File: config.mk
export PLATFORM = sky130hd
export DESIGN_NAME = fixed_block_pool_allocator
export DESIGN_NICKNAME = d
export VERILOG_FILES = /design/src/fba_pkg.sv /design/src/fba_datapath.sv /design/src/fba_controller.sv /design/src/fixed_block_pool_allocator.sv
export SDC_FILE = /design/constraint.sdc
export NUM_CORES = 2
export LEC_CHECK = 0
export BUFFER_PORTS_ARGS = -buffer_cell sky130_fd_sc_hd__buf_4
export CORE_ASPECT_RATIO = 1.25
export CORE_MARGIN = 5
export CORE_UTILIZATION = 45
export CTS_BUF_LIST = sky130_fd_sc_hd__clkbuf_4
export CTS_CLUSTER_SIZE = 28
export DETAILED_ROUTE_END_ITERATION = 7
export SLEW_MARGIN = 20
export SYNTH_ARGS = -nofsm -noshare
export SYNTH_HDL_FRONTEND = slang
export SYNTH_SLANG_ARGS = --single-unit
File: constraint.sdc
create_clock -name clk -period 19.8 [get_ports clk]
set_clock_uncertainty 0.15 [all_clocks]
set_input_delay 4.95 -clock clk [delete_from_list [all_inputs] [get_ports clk]]
set_output_delay 4.95 -clock clk [all_outputs]
set_load 0.1 [all_outputs]
File: src/fba_pkg.sv
// Shared types and constants for the fixed block pool allocator.
// Used by the controller, the datapath and the top level; depends on nothing.
package fba_pkg;

    localparam int MAX_BLOCKS    = 256;
    localparam int ALIGN_DEFAULT = 4;

    localparam int ADDR_W  = 32;
    localparam int IDX_W   = 9;
    localparam int MEM_AW  = $clog2(MAX_BLOCKS);
    localparam int BSIZE_W = 17;
    localparam int SIZE_W  = 18;
    localparam int SPAN_W  = SIZE_W + IDX_W;
    localparam int DIV_W   = 32;
    localparam int DCNT_W  = $clog2(DIV_W);

    localparam logic [IDX_W-1:0] NULL_IDX = IDX_W'(MAX_BLOCKS);

    typedef logic [1:0] cmd_t;
    localparam cmd_t CMD_ALLOC  = 2'd0;
    localparam cmd_t CMD_FREE   = 2'd1;
    localparam cmd_t CMD_REINIT = 2'd2;

    typedef logic [1:0] reg_idx_t;
    localparam reg_idx_t REG_BASE  = 2'd0;
    localparam reg_idx_t REG_SIZE  = 2'd1;
    localparam reg_idx_t REG_COUNT = 2'd2;

    typedef struct packed {
        cmd_t              command;
        logic [ADDR_W-1:0] address;
    } req_t;

    typedef struct packed {
        logic              ok;
        logic [ADDR_W-1:0] block_address;
        logic [IDX_W-1:0]  free_count;
        logic [IDX_W-1:0]  min_free_count;
    } rsp_t;

    // Commands from the controller to the datapath.
    typedef struct packed {
        logic capture;
        logic div_step;
        logic alloc_mul;
        logic alloc_commit;
        logic free_commit;
        logic ri_geom;
        logic ri_span;
        logic ri_walk;
        logic ri_finish;
    } ctl_t;

    // Status from the datapath to the controller.
    typedef struct packed {
        logic div_last;
        logic walk_last;
    } sts_t;

endpackage

File: src/fba_datapath.sv
// Datapath of the block pool allocator: configuration and pool registers, the
// link memory, a shared multiplier and a radix-2 restoring divider. Uses fba_pkg.
module fba_datapath #(
    parameter int ALIGN = fba_pkg::ALIGN_DEFAULT
) (
    input  logic                             clk,
    input  logic                             rst_n,
    input  logic                             cfg_wr_en,
    input  fba_pkg::reg_idx_t                cfg_index,
    input  logic [fba_pkg::ADDR_W-1:0]       cfg_wdata,
    input  fba_pkg::req_t                    request,
    input  fba_pkg::ctl_t                    ctl,
    output fba_pkg::sts_t                    sts,
    output fba_pkg::rsp_t                    result
);
    import fba_pkg::*;

    // Division by ALIGN is a multiply by a rounded-up reciprocal, exact for any
    // SIZE_W-bit dividend.
    localparam int RND_SH = SIZE_W + $clog2(ALIGN);
    localparam int RND_W  = RND_SH + 1;
    localparam int RND_PW = RND_SH + SIZE_W;
    localparam logic [RND_W-1:0] RND_M = RND_W'((2 ** RND_SH + ALIGN - 1) / ALIGN);

    // Configuration registers, read only by reinit.
    logic [ADDR_W-1:0]  base_cfg_reg;
    logic [BSIZE_W-1:0] bsize_cfg_reg;
    logic [IDX_W-1:0]   bcount_cfg_reg;

    // Latched pool geometry.
    logic [ADDR_W-1:0]  pool_base_reg;
    logic [SIZE_W-1:0]  pool_size_reg;
    logic [IDX_W-1:0]   pool_count_reg;
    logic [SPAN_W-1:0]  span_reg;

    logic [IDX_W-1:0]   head_reg;
    logic [IDX_W-1:0]   free_reg;
    logic [IDX_W-1:0]   min_reg;

    logic [IDX_W-1:0]   link_mem [MAX_BLOCKS];
    logic [IDX_W-1:0]   link_q_reg;
    logic               mem_we;
    logic [MEM_AW-1:0]  mem_waddr;
    logic [IDX_W-1:0]   mem_wdata;

    logic [DIV_W-1:0]   dividend_reg;
    logic [DIV_W-1:0]   quo_reg;
    logic [SIZE_W-1:0]  rem_reg;
    logic [SIZE_W-1:0]  dsr_reg;
    logic [DCNT_W-1:0]  dcnt_reg;
    logic               pre_ok_reg;

    logic [SPAN_W-1:0]  mul_reg;
    logic [IDX_W-1:0]   walk_reg;

    logic               ok_reg;
    logic [ADDR_W-1:0]  baddr_reg;

    logic [SIZE_W:0]    rem_sh;
    logic [SIZE_W:0]    rem_sub;
    logic               rem_ge;
    logic [SIZE_W-1:0]  rem_next;
    logic [SIZE_W-1:0]  size_min;
    logic [SIZE_W-1:0]  size_bumped;
    logic [RND_PW-1:0]  rnd_prod;
    logic [SIZE_W-1:0]  rnd_quo;
    logic [SIZE_W-1:0]  size_round;
    logic [IDX_W-1:0]   count_sat;
    logic [IDX_W-1:0]   mul_a;
    logic [IDX_W-1:0]   free_dec;
    logic [IDX_W-1:0]   walk_inc;
    logic               free_valid;
    logic               head_null;

    // One restoring division step: shift in the next dividend bit, subtract if it fits.
    assign rem_sh   = {rem_reg, quo_reg[DIV_W-1]};
    assign rem_sub  = rem_sh - {1'b0, dsr_reg};
    assign rem_ge   = rem_sh >= {1'b0, dsr_reg};
    assign rem_next = rem_ge ? rem_sub[SIZE_W-1:0] : rem_sh[SIZE_W-1:0];

    // Rounding up to ALIGN is the quotient of (s + ALIGN - 1) by ALIGN, times ALIGN.
    assign size_min    = (bsize_cfg_reg < BSIZE_W'(ALIGN)) ? SIZE_W'(ALIGN)
                                                           : {1'b0, bsize_cfg_reg};
    assign size_bumped = size_min + SIZE_W'(ALIGN - 1);
    assign rnd_prod    = RND_PW'(size_bumped) * RND_PW'(RND_M);
    assign rnd_quo     = rnd_prod[RND_PW-1:RND_SH];
    assign size_round  = rnd_quo * SIZE_W'(ALIGN);
    assign count_sat   = (bcount_cfg_reg > IDX_W'(MAX_BLOCKS)) ? IDX_W'(MAX_BLOCKS)
                                                               : bcount_cfg_reg;

    assign mul_a     = ctl.ri_span ? pool_count_reg : head_reg;
    assign head_null = (head_reg == NULL_IDX);
    assign free_dec  = (free_reg != '0) ? free_reg - IDX_W'(1) : free_reg;
    assign walk_inc  = walk_reg + IDX_W'(1);

    // The quotient is below the block count whenever the offset is inside the span.
    assign free_valid = pre_ok_reg && (dividend_reg < DIV_W'(span_reg)) && (rem_reg == '0);

    assign sts.div_last  = (dcnt_reg == DCNT_W'(DIV_W - 1));
    assign sts.walk_last = (walk_inc >= pool_count_reg);

    always_comb
    begin
        mem_we    = 1'b0;
        mem_waddr = walk_reg[MEM_AW-1:0];
        mem_wdata = (walk_inc < pool_count_reg) ? walk_inc : NULL_IDX;
        if (ctl.ri_walk)
        begin
            mem_we = (walk_reg < pool_count_reg);
        end
        else if (ctl.free_commit)
        begin
            mem_we    = free_valid;
            mem_waddr = quo_reg[MEM_AW-1:0];
            mem_wdata = head_reg;
        end
    end

    always_ff @(posedge clk)
    begin
        if (mem_we)
        begin
            link_mem[mem_waddr] <= mem_wdata;
        end
        link_q_reg <= link_mem[head_reg[MEM_AW-1:0]];
    end

    always_ff @(posedge clk or negedge rst_n)
    begin
        if (!rst_n)
        begin
            base_cfg_reg   <= '0;
            bsize_cfg_reg  <= BSIZE_W'(4);
            bcount_cfg_reg <= '0;
            pool_base_reg  <= '0;
            pool_size_reg  <= SIZE_W'(ALIGN);
            pool_count_reg <= '0;
            span_reg       <= '0;
            head_reg       <= NULL_IDX;
            free_reg       <= '0;
            min_reg        <= '0;
            dcnt_reg       <= '0;
            walk_reg       <= '0;
            ok_reg         <= 1'b0;
            baddr_reg      <= '0;
        end
        else
        begin
            if (cfg_wr_en)
            begin
                case (cfg_index)
                    REG_BASE:  base_cfg_reg   <= cfg_wdata;
                    REG_SIZE:  bsize_cfg_reg  <= cfg_wdata[BSIZE_W-1:0];
                    REG_COUNT: bcount_cfg_reg <= cfg_wdata[IDX_W-1:0];
                    default:   ;
                endcase
            end

            if (ctl.capture)
            begin
                ok_reg    <= 1'b0;
                baddr_reg <= '0;
                dcnt_reg  <= '0;
            end
            else if (ctl.div_step)
            begin
                dcnt_reg <= dcnt_reg + DCNT_W'(1);
            end

            if (ctl.alloc_commit && !head_null)
            begin
                head_reg  <= link_q_reg;
                free_reg  <= free_dec;
                if (free_dec < min_reg)
                begin
                    min_reg <= free_dec;
                end
                baddr_reg <= pool_base_reg + ADDR_W'(mul_reg);
                ok_reg    <= 1'b1;
            end

            if (ctl.free_commit && free_valid)
            begin
                head_reg <= {1'b0, quo_reg[MEM_AW-1:0]};
                if (free_reg < pool_count_reg)
                begin
                    free_reg <= free_reg + IDX_W'(1);
                end
                ok_reg <= 1'b1;
            end

            if (ctl.ri_geom)
            begin
                pool_base_reg  <= base_cfg_reg;
                pool_size_reg  <= size_round;
                pool_count_reg <= count_sat;
                walk_reg       <= '0;
            end
            else if (ctl.ri_walk)
            begin
                walk_reg <= walk_inc;
            end

            if (ctl.ri_finish)
            begin
                span_reg <= mul_reg;
                head_reg <= (pool_count_reg != '0) ? '0 : NULL_IDX;
                free_reg <= pool_count_reg;
                min_reg  <= pool_count_reg;
                ok_reg   <= 1'b1;
            end
        end
    end

    // Divider and multiplier operands carry no control meaning.
    always_ff @(posedge clk)
    begin
        if (ctl.capture)
        begin
            rem_reg      <= '0;
            pre_ok_reg   <= (request.address != '0) && (request.address >= pool_base_reg);
            dividend_reg <= request.address - pool_base_reg;
            quo_reg      <= request.address - pool_base_reg;
            dsr_reg      <= pool_size_reg;
        end
        else if (ctl.div_step)
        begin
            rem_reg <= rem_next;
            quo_reg <= {quo_reg[DIV_W-2:0], rem_ge};
        end

        if (ctl.alloc_mul || ctl.ri_span)
        begin
            mul_reg <= SPAN_W'(mul_a) * SPAN_W'(pool_size_reg);
        end
    end

    assign result.ok             = ok_reg;
    assign result.block_address  = baddr_reg;
    assign result.free_count     = free_reg;
    assign result.min_free_count = min_reg;

endmodule

File: src/fba_controller.sv
// Sequencing state machine of the block pool allocator.
// Drives the datapath commands of fba_pkg::ctl_t and reads fba_pkg::sts_t.
module fba_controller (
    input  logic           clk,
    input  logic           rst_n,
    input  logic           start,
    input  fba_pkg::cmd_t  command,
    input  fba_pkg::sts_t  sts,
    output fba_pkg::ctl_t  ctl,
    output logic           busy,
    output logic           done
);
    import fba_pkg::*;

    typedef enum logic [3:0] {
        S_IDLE,
        S_ALLOC_RD,
        S_ALLOC_COMMIT,
        S_FREE_DIV,
        S_FREE_PUSH,
        S_RI_GEOM,
        S_RI_SPAN,
        S_RI_WALK,
        S_RI_FINISH,
        S_RESP
    } state_t;

    state_t state_reg;
    state_t state_next;
    logic   done_reg;

    always_comb
    begin
        state_next = state_reg;
        unique case (state_reg)
            S_IDLE:
            begin
                if (start)
                begin
                    case (command)
                        CMD_ALLOC:  state_next = S_ALLOC_RD;
                        CMD_FREE:   state_next = S_FREE_DIV;
                        CMD_REINIT: state_next = S_RI_GEOM;
                        default:    state_next = S_RESP;
                    endcase
                end
            end
            S_ALLOC_RD:     state_next = S_ALLOC_COMMIT;
            S_ALLOC_COMMIT: state_next = S_RESP;
            S_FREE_DIV:     state_next = sts.div_last ? S_FREE_PUSH : S_FREE_DIV;
            S_FREE_PUSH:    state_next = S_RESP;
            S_RI_GEOM:      state_next = S_RI_SPAN;
            S_RI_SPAN:      state_next = S_RI_WALK;
            S_RI_WALK:      state_next = sts.walk_last ? S_RI_FINISH : S_RI_WALK;
            S_RI_FINISH:    state_next = S_RESP;
            S_RESP:         state_next = S_IDLE;
            default:        state_next = S_IDLE;
        endcase
    end

    always_comb
    begin
        ctl              = '0;
        ctl.capture      = start && (state_reg == S_IDLE);
        ctl.div_step     = (state_reg == S_FREE_DIV);
        ctl.alloc_mul    = (state_reg == S_ALLOC_RD);
        ctl.alloc_commit = (state_reg == S_ALLOC_COMMIT);
        ctl.free_commit  = (state_reg == S_FREE_PUSH);
        ctl.ri_geom      = (state_reg == S_RI_GEOM);
        ctl.ri_span      = (state_reg == S_RI_SPAN);
        ctl.ri_walk      = (state_reg == S_RI_WALK);
        ctl.ri_finish    = (state_reg == S_RI_FINISH);
    end

    always_ff @(posedge clk or negedge rst_n)
    begin
        if (!rst_n)
        begin
            state_reg <= S_IDLE;
            done_reg  <= 1'b0;
        end
        else
        begin
            state_reg <= state_next;
            done_reg  <= (state_next == S_RESP);
        end
    end

    assign busy = (state_reg != S_IDLE);
    assign done = done_reg;

endmodule

File: src/fixed_block_pool_allocator.sv
// Top level of the fixed-size block pool allocator: a controller and a datapath.
// Depends on fba_pkg, fba_controller and fba_datapath.
//
//  channel   signals                                  transfer when
//  request   start, request (req_t), busy             start high and busy low
//  result    done, result (rsp_t)                     done high, one cycle
//  config    cfg_wr_en, cfg_index, cfg_wdata          cfg_wr_en high
//
// Allocate reads the link memory and multiplies the head index by the block size,
// then commits. Free runs the 32-step serial division of the offset by the block
// size, then pushes the block. Reinit latches the rounded size and the block count,
// forms the span, then writes the link memory one entry a cycle. A command with no
// meaning goes straight to the response.
// Reset leaves an empty pool. The receiver cannot stall; each result is shown
// for exactly one cycle.
module fixed_block_pool_allocator #(
    parameter int ALIGN = fba_pkg::ALIGN_DEFAULT
) (
    input  logic                        clk,
    input  logic                        rst_n,
    input  logic                        cfg_wr_en,
    input  fba_pkg::reg_idx_t           cfg_index,
    input  logic [fba_pkg::ADDR_W-1:0]  cfg_wdata,
    input  logic                        start,
    input  fba_pkg::req_t               request,
    output logic                        busy,
    output logic                        done,
    output fba_pkg::rsp_t               result
);
    import fba_pkg::*;

    ctl_t ctl;
    sts_t sts;

    fba_controller u_ctrl (
        .clk     (clk),
        .rst_n   (rst_n),
        .start   (start),
        .command (request.command),
        .sts     (sts),
        .ctl     (ctl),
        .busy    (busy),
        .done    (done)
    );

    fba_datapath #(
        .ALIGN (ALIGN)
    ) u_dp (
        .clk       (clk),
        .rst_n     (rst_n),
        .cfg_wr_en (cfg_wr_en),
        .cfg_index (cfg_index),
        .cfg_wdata (cfg_wdata),
        .request   (request),
        .ctl       (ctl),
        .sts       (sts),
        .result    (result)
    );

endmodule
==> out/results.txt <==
Mean Syn Cell Area - 18.0 sq um
WL final - 299000 microns
Rel. slew slack - 19.1%
H-tree levels - 6
Seq. cell area - 78400 sq um
adder-cell share of the synthesized area - 3.80%
total track usage - 22.7%
Worst Tran Pin Value - 1.21 ns
Logic pwr share - 34.4%
# nets final - 7430
WS Path Type - reg2out
largest net degree at the start of global routing - 221
buffer and inverter count on the worst path - 2
Max FO, Critical Path - 11
vias in the first global route - 65500
worst skew pair latency - 1.35 ns
max_cap viols - 0
Final setup viols - 0
Post-Syn Nets - 6666
via count - 62900
filler instances - 20700
crit path capture - busy
GRT Residual Overflow - 0
Post-synth EDFFs - 2408
outcome - finished, final reports clean
synth unique cells - 81
layout cells sized above 1 - 30.9%
# IOs - 125
Setup Buffers After CTS - 0
Top reg by flops - u_dp.link_mem
Crit path depth - 4
Sw Pwr - 6.54 mW
final hold viol count - 0
R2R Setup Slk - 12.40 ns
IO buf count - 124
CTS tree - built
count of pins over their slew limit - 0
Cell Rows - 206
mux contribution to synthesized area - 15.5%
most area-hungry cell type in the Yosys netlist - edfxtp_1
Internal Power - 11.7 mW
share of total power in sequential cells - 41.0%
synth warn - 0
Starting Density - 45.1%
chip width - 459 microns
WL/cell - 27.4 microns
Period Utilization, post-route - 39.0%
Sw Ratio - 35.9%
xor and xnor fraction of the mapped netlist area - 0.826%
Synth Area in Compound Gates - 3.48%
die area - 262000 sq um
Post-Synth Simple-Gate Area - 4.97%
Required @ worst endpoint - 14.70 ns
Tmin final - 7.73 ns
post-synthesis cell count - 6311
Crit. End Element - output port
VDD IR max - 0.248 mV
power density over cell area - 142 nW/um^2
Worst R2R Path Depth - 21
DRT iter0 DRCs - 5907
Bufs on Longest Clock Path - 4
top cells by area, synth - edfxtp_1 (64%), mux4_2 (14%), dfrtp_1 (4.8%), ha_1 (2.0%), fa_1 (1.8%)
area grow syn2layout - 13.0%
Worst EP arrival - 2.63 ns
reg2reg start - u_ctrl.state_reg[1]
hpwl dp - 191000 microns
routability congestion estimate - 0.870
largest family of logic cells by synthesized area - multiplexers
unrepaired setup endpoints after global routing - false
Setup TNS Final - 0 ns
Clk network pwr share - 24.6%
TritonCTS Buffers - 652
cts-stage hold buffer count - 0
number of synthesized register bits - 2654
design area - 128000 sq um
Routed Antenna Nets - 0
Leak - 45.4 nW
core outline area - 251000 sq um
Slowest cell on crit path - dfrtp_1
first-pass GRT wire length - 440000 microns
cell area after synthesis - 113000 sq um
Placed Area - 120000 sq um
cells along the critical path - nor2_1 > buf_4 > nand2_1 > buf_4
initial antenna violation count - 10
die span in y - 571 microns
root buffer cell - clkbuf_4
TritonRoute pass-1 iters - 6
max reg flops - 2304
drt drc - 0
max incr delay on CP - 0.60 ns
hold crit path type - reg2reg
Multi-input gate area - 32800 sq um
fmax - 129 MHz
Seq/Total Area, Yosys - 69.1%
via/cell ratio - 5.78
CP startpoint - u_ctrl.state_reg[1]
CTS Sinks - 2654
FFs w/ async S/R, synth - 8.25%
CTS clk-pin slew, worst paths - 0.06 ns
post-CTS sizing - 0
Synth Flop Type - edfxtp_1
Worst setup SP type - flip-flop
cell repeated most along the worst path - buf_4
Worst R2R End - u_dp.mul_reg[19]
Yosys top cell area share - 63.8%
Largest delay share family, worst path - flip-flops
-- power groups by stage --
stage,Clock (mW),Sequential [mW],Combinational [mW]
2_1_floorplan,0,7.95,4.04
3_3_place_gp,0,7.58,6.18
3_5_place_dp,0,7.58,6.29
4_1_cts,4.62,7.47,6.30
5_1_grt,4.94,7.49,6.75
6_report,4.49,7.47,6.26
-- Yosys cell counts (all sizes together) (12+ instances only) --
| master | instances |
|---|---|
| xor2 | 42 |
| nor2 | 125 |
| clkbuf | 174 |
| a211oi | 34 |
| o21a | 25 |
| nor4 | 22 |
| mux2i | 88 |
| nand2 | 375 |
| and3 | 30 |
| nand2b | 29 |
| buf | 179 |
| o21bai | 12 |
| nor3 | 308 |
| dfxtp | 27 |
| dfrtp | 216 |
| mux2 | 75 |
| xnor2 | 65 |
| o221ai | 15 |
| inv | 257 |
| o22ai | 21 |
| nand4 | 31 |
| fa | 102 |
| edfxtp | 2408 |
| a31oi | 34 |
| mux4 | 706 |
| nand3b | 16 |
| a21o | 49 |
| o21ai | 192 |
| nor2b | 73 |
| nand3 | 78 |
| o31ai | 15 |
| a21oi | 134 |
| and2 | 27 |
| ha | 181 |
-- metrics by stage --
| step | setup slack [ns] | utilization (%) | std cells | power (mW) | hold WS, ns |
|---|---|---|---|---|---|
| floorplan | 0.268 | - | 6311 | 12.0 | 0.273 |
| detailed placement | 11.68 | 47.7 | 9744 | 13.9 | 0.316 |
| global route | 11.92 | 51.0 | 10900 | 19.2 | 0.342 |
| global placement | 11.68 | 47.7 | 9744 | 13.8 | 0.308 |
| finish | 12.07 | 51.0 | 10900 | 18.2 | 0.328 |
| CTS | 11.96 | 50.9 | 10900 | 18.4 | 0.301 |
-- worst min-delay path, delay by kind of cell, from the launching register on --
kind	cells	cell delay (ns)
AOI/OAI and AO/OA	1	0.06
DFF	1	0.34
and+or+nand+nor	1	0.04
-- worst min path at each step --
stage	from	end	cells after the start
5_1_grt	u_dp.rem_reg[0]	u_dp.rem_reg[1]	2
3_3_place_gp	u_dp.base_cfg_reg[0]	u_dp.pool_base_reg[0]	2
4_1_cts	u_dp.rem_reg[0]	u_dp.rem_reg[1]	2
2_1_floorplan	u_dp.pool_size_reg[10]	u_dp.dsr_reg[10]	0
3_5_place_dp	u_dp.base_cfg_reg[25]	u_dp.pool_base_reg[25]	2
6_report	u_dp.base_cfg_reg[30]	u_dp.pool_base_reg[30]	2
-- logic make-up (layout without fill, tap and decap cells) --
group / Yosys count / after routing
DFF: 2654 / 2654
and+or+nand+nor: 1164 / 1164
muxes: 869 / 869
AOI/OAI and AO/OA: 622 / 622
buffers and inverters: 612 / 1849
adders and majority gates: 283 / 283
xor gates and xnor gates: 107 / 107
other: 0 / 11
-- routing by layer --
metal	wire length, microns	vias to the layer above	track usage, %
met2	151000	2488	38.4
li1	-	27100	-
met3	20100	543	4.43
met5	54	-	0
met4	11700	8	9.28
met1	115000	32800	29.0
-- placed cells by master, fill, tap and decap left out, types with 122 or more instances in the layout --
cell type	instances
edfxtp_1	2408
nor2_1	122
buf_4	449
nor3_1	276
ha_1	181
clkinv_1	126
mux4_2	706
a21oi_1	132
clkbuf_4	956
inv_1	257
o21ai_0	186
nand2_1	375
dfrtp_1	210
-- cell type report --
type / instances / area share [%]
clock buffers: 956 / 5.60
diodes: 11 / 0.0215
well taps: 3328 / 3.25
clock inverters: 171 / 0.756
flip-flops and latches: 2654 / 61.1
multi-input cells: 3045 / 25.6
inverters: 259 / 0.761
repair buffers: 463 / 2.85
No activity file was read; power rests on OpenSTA's default activity.
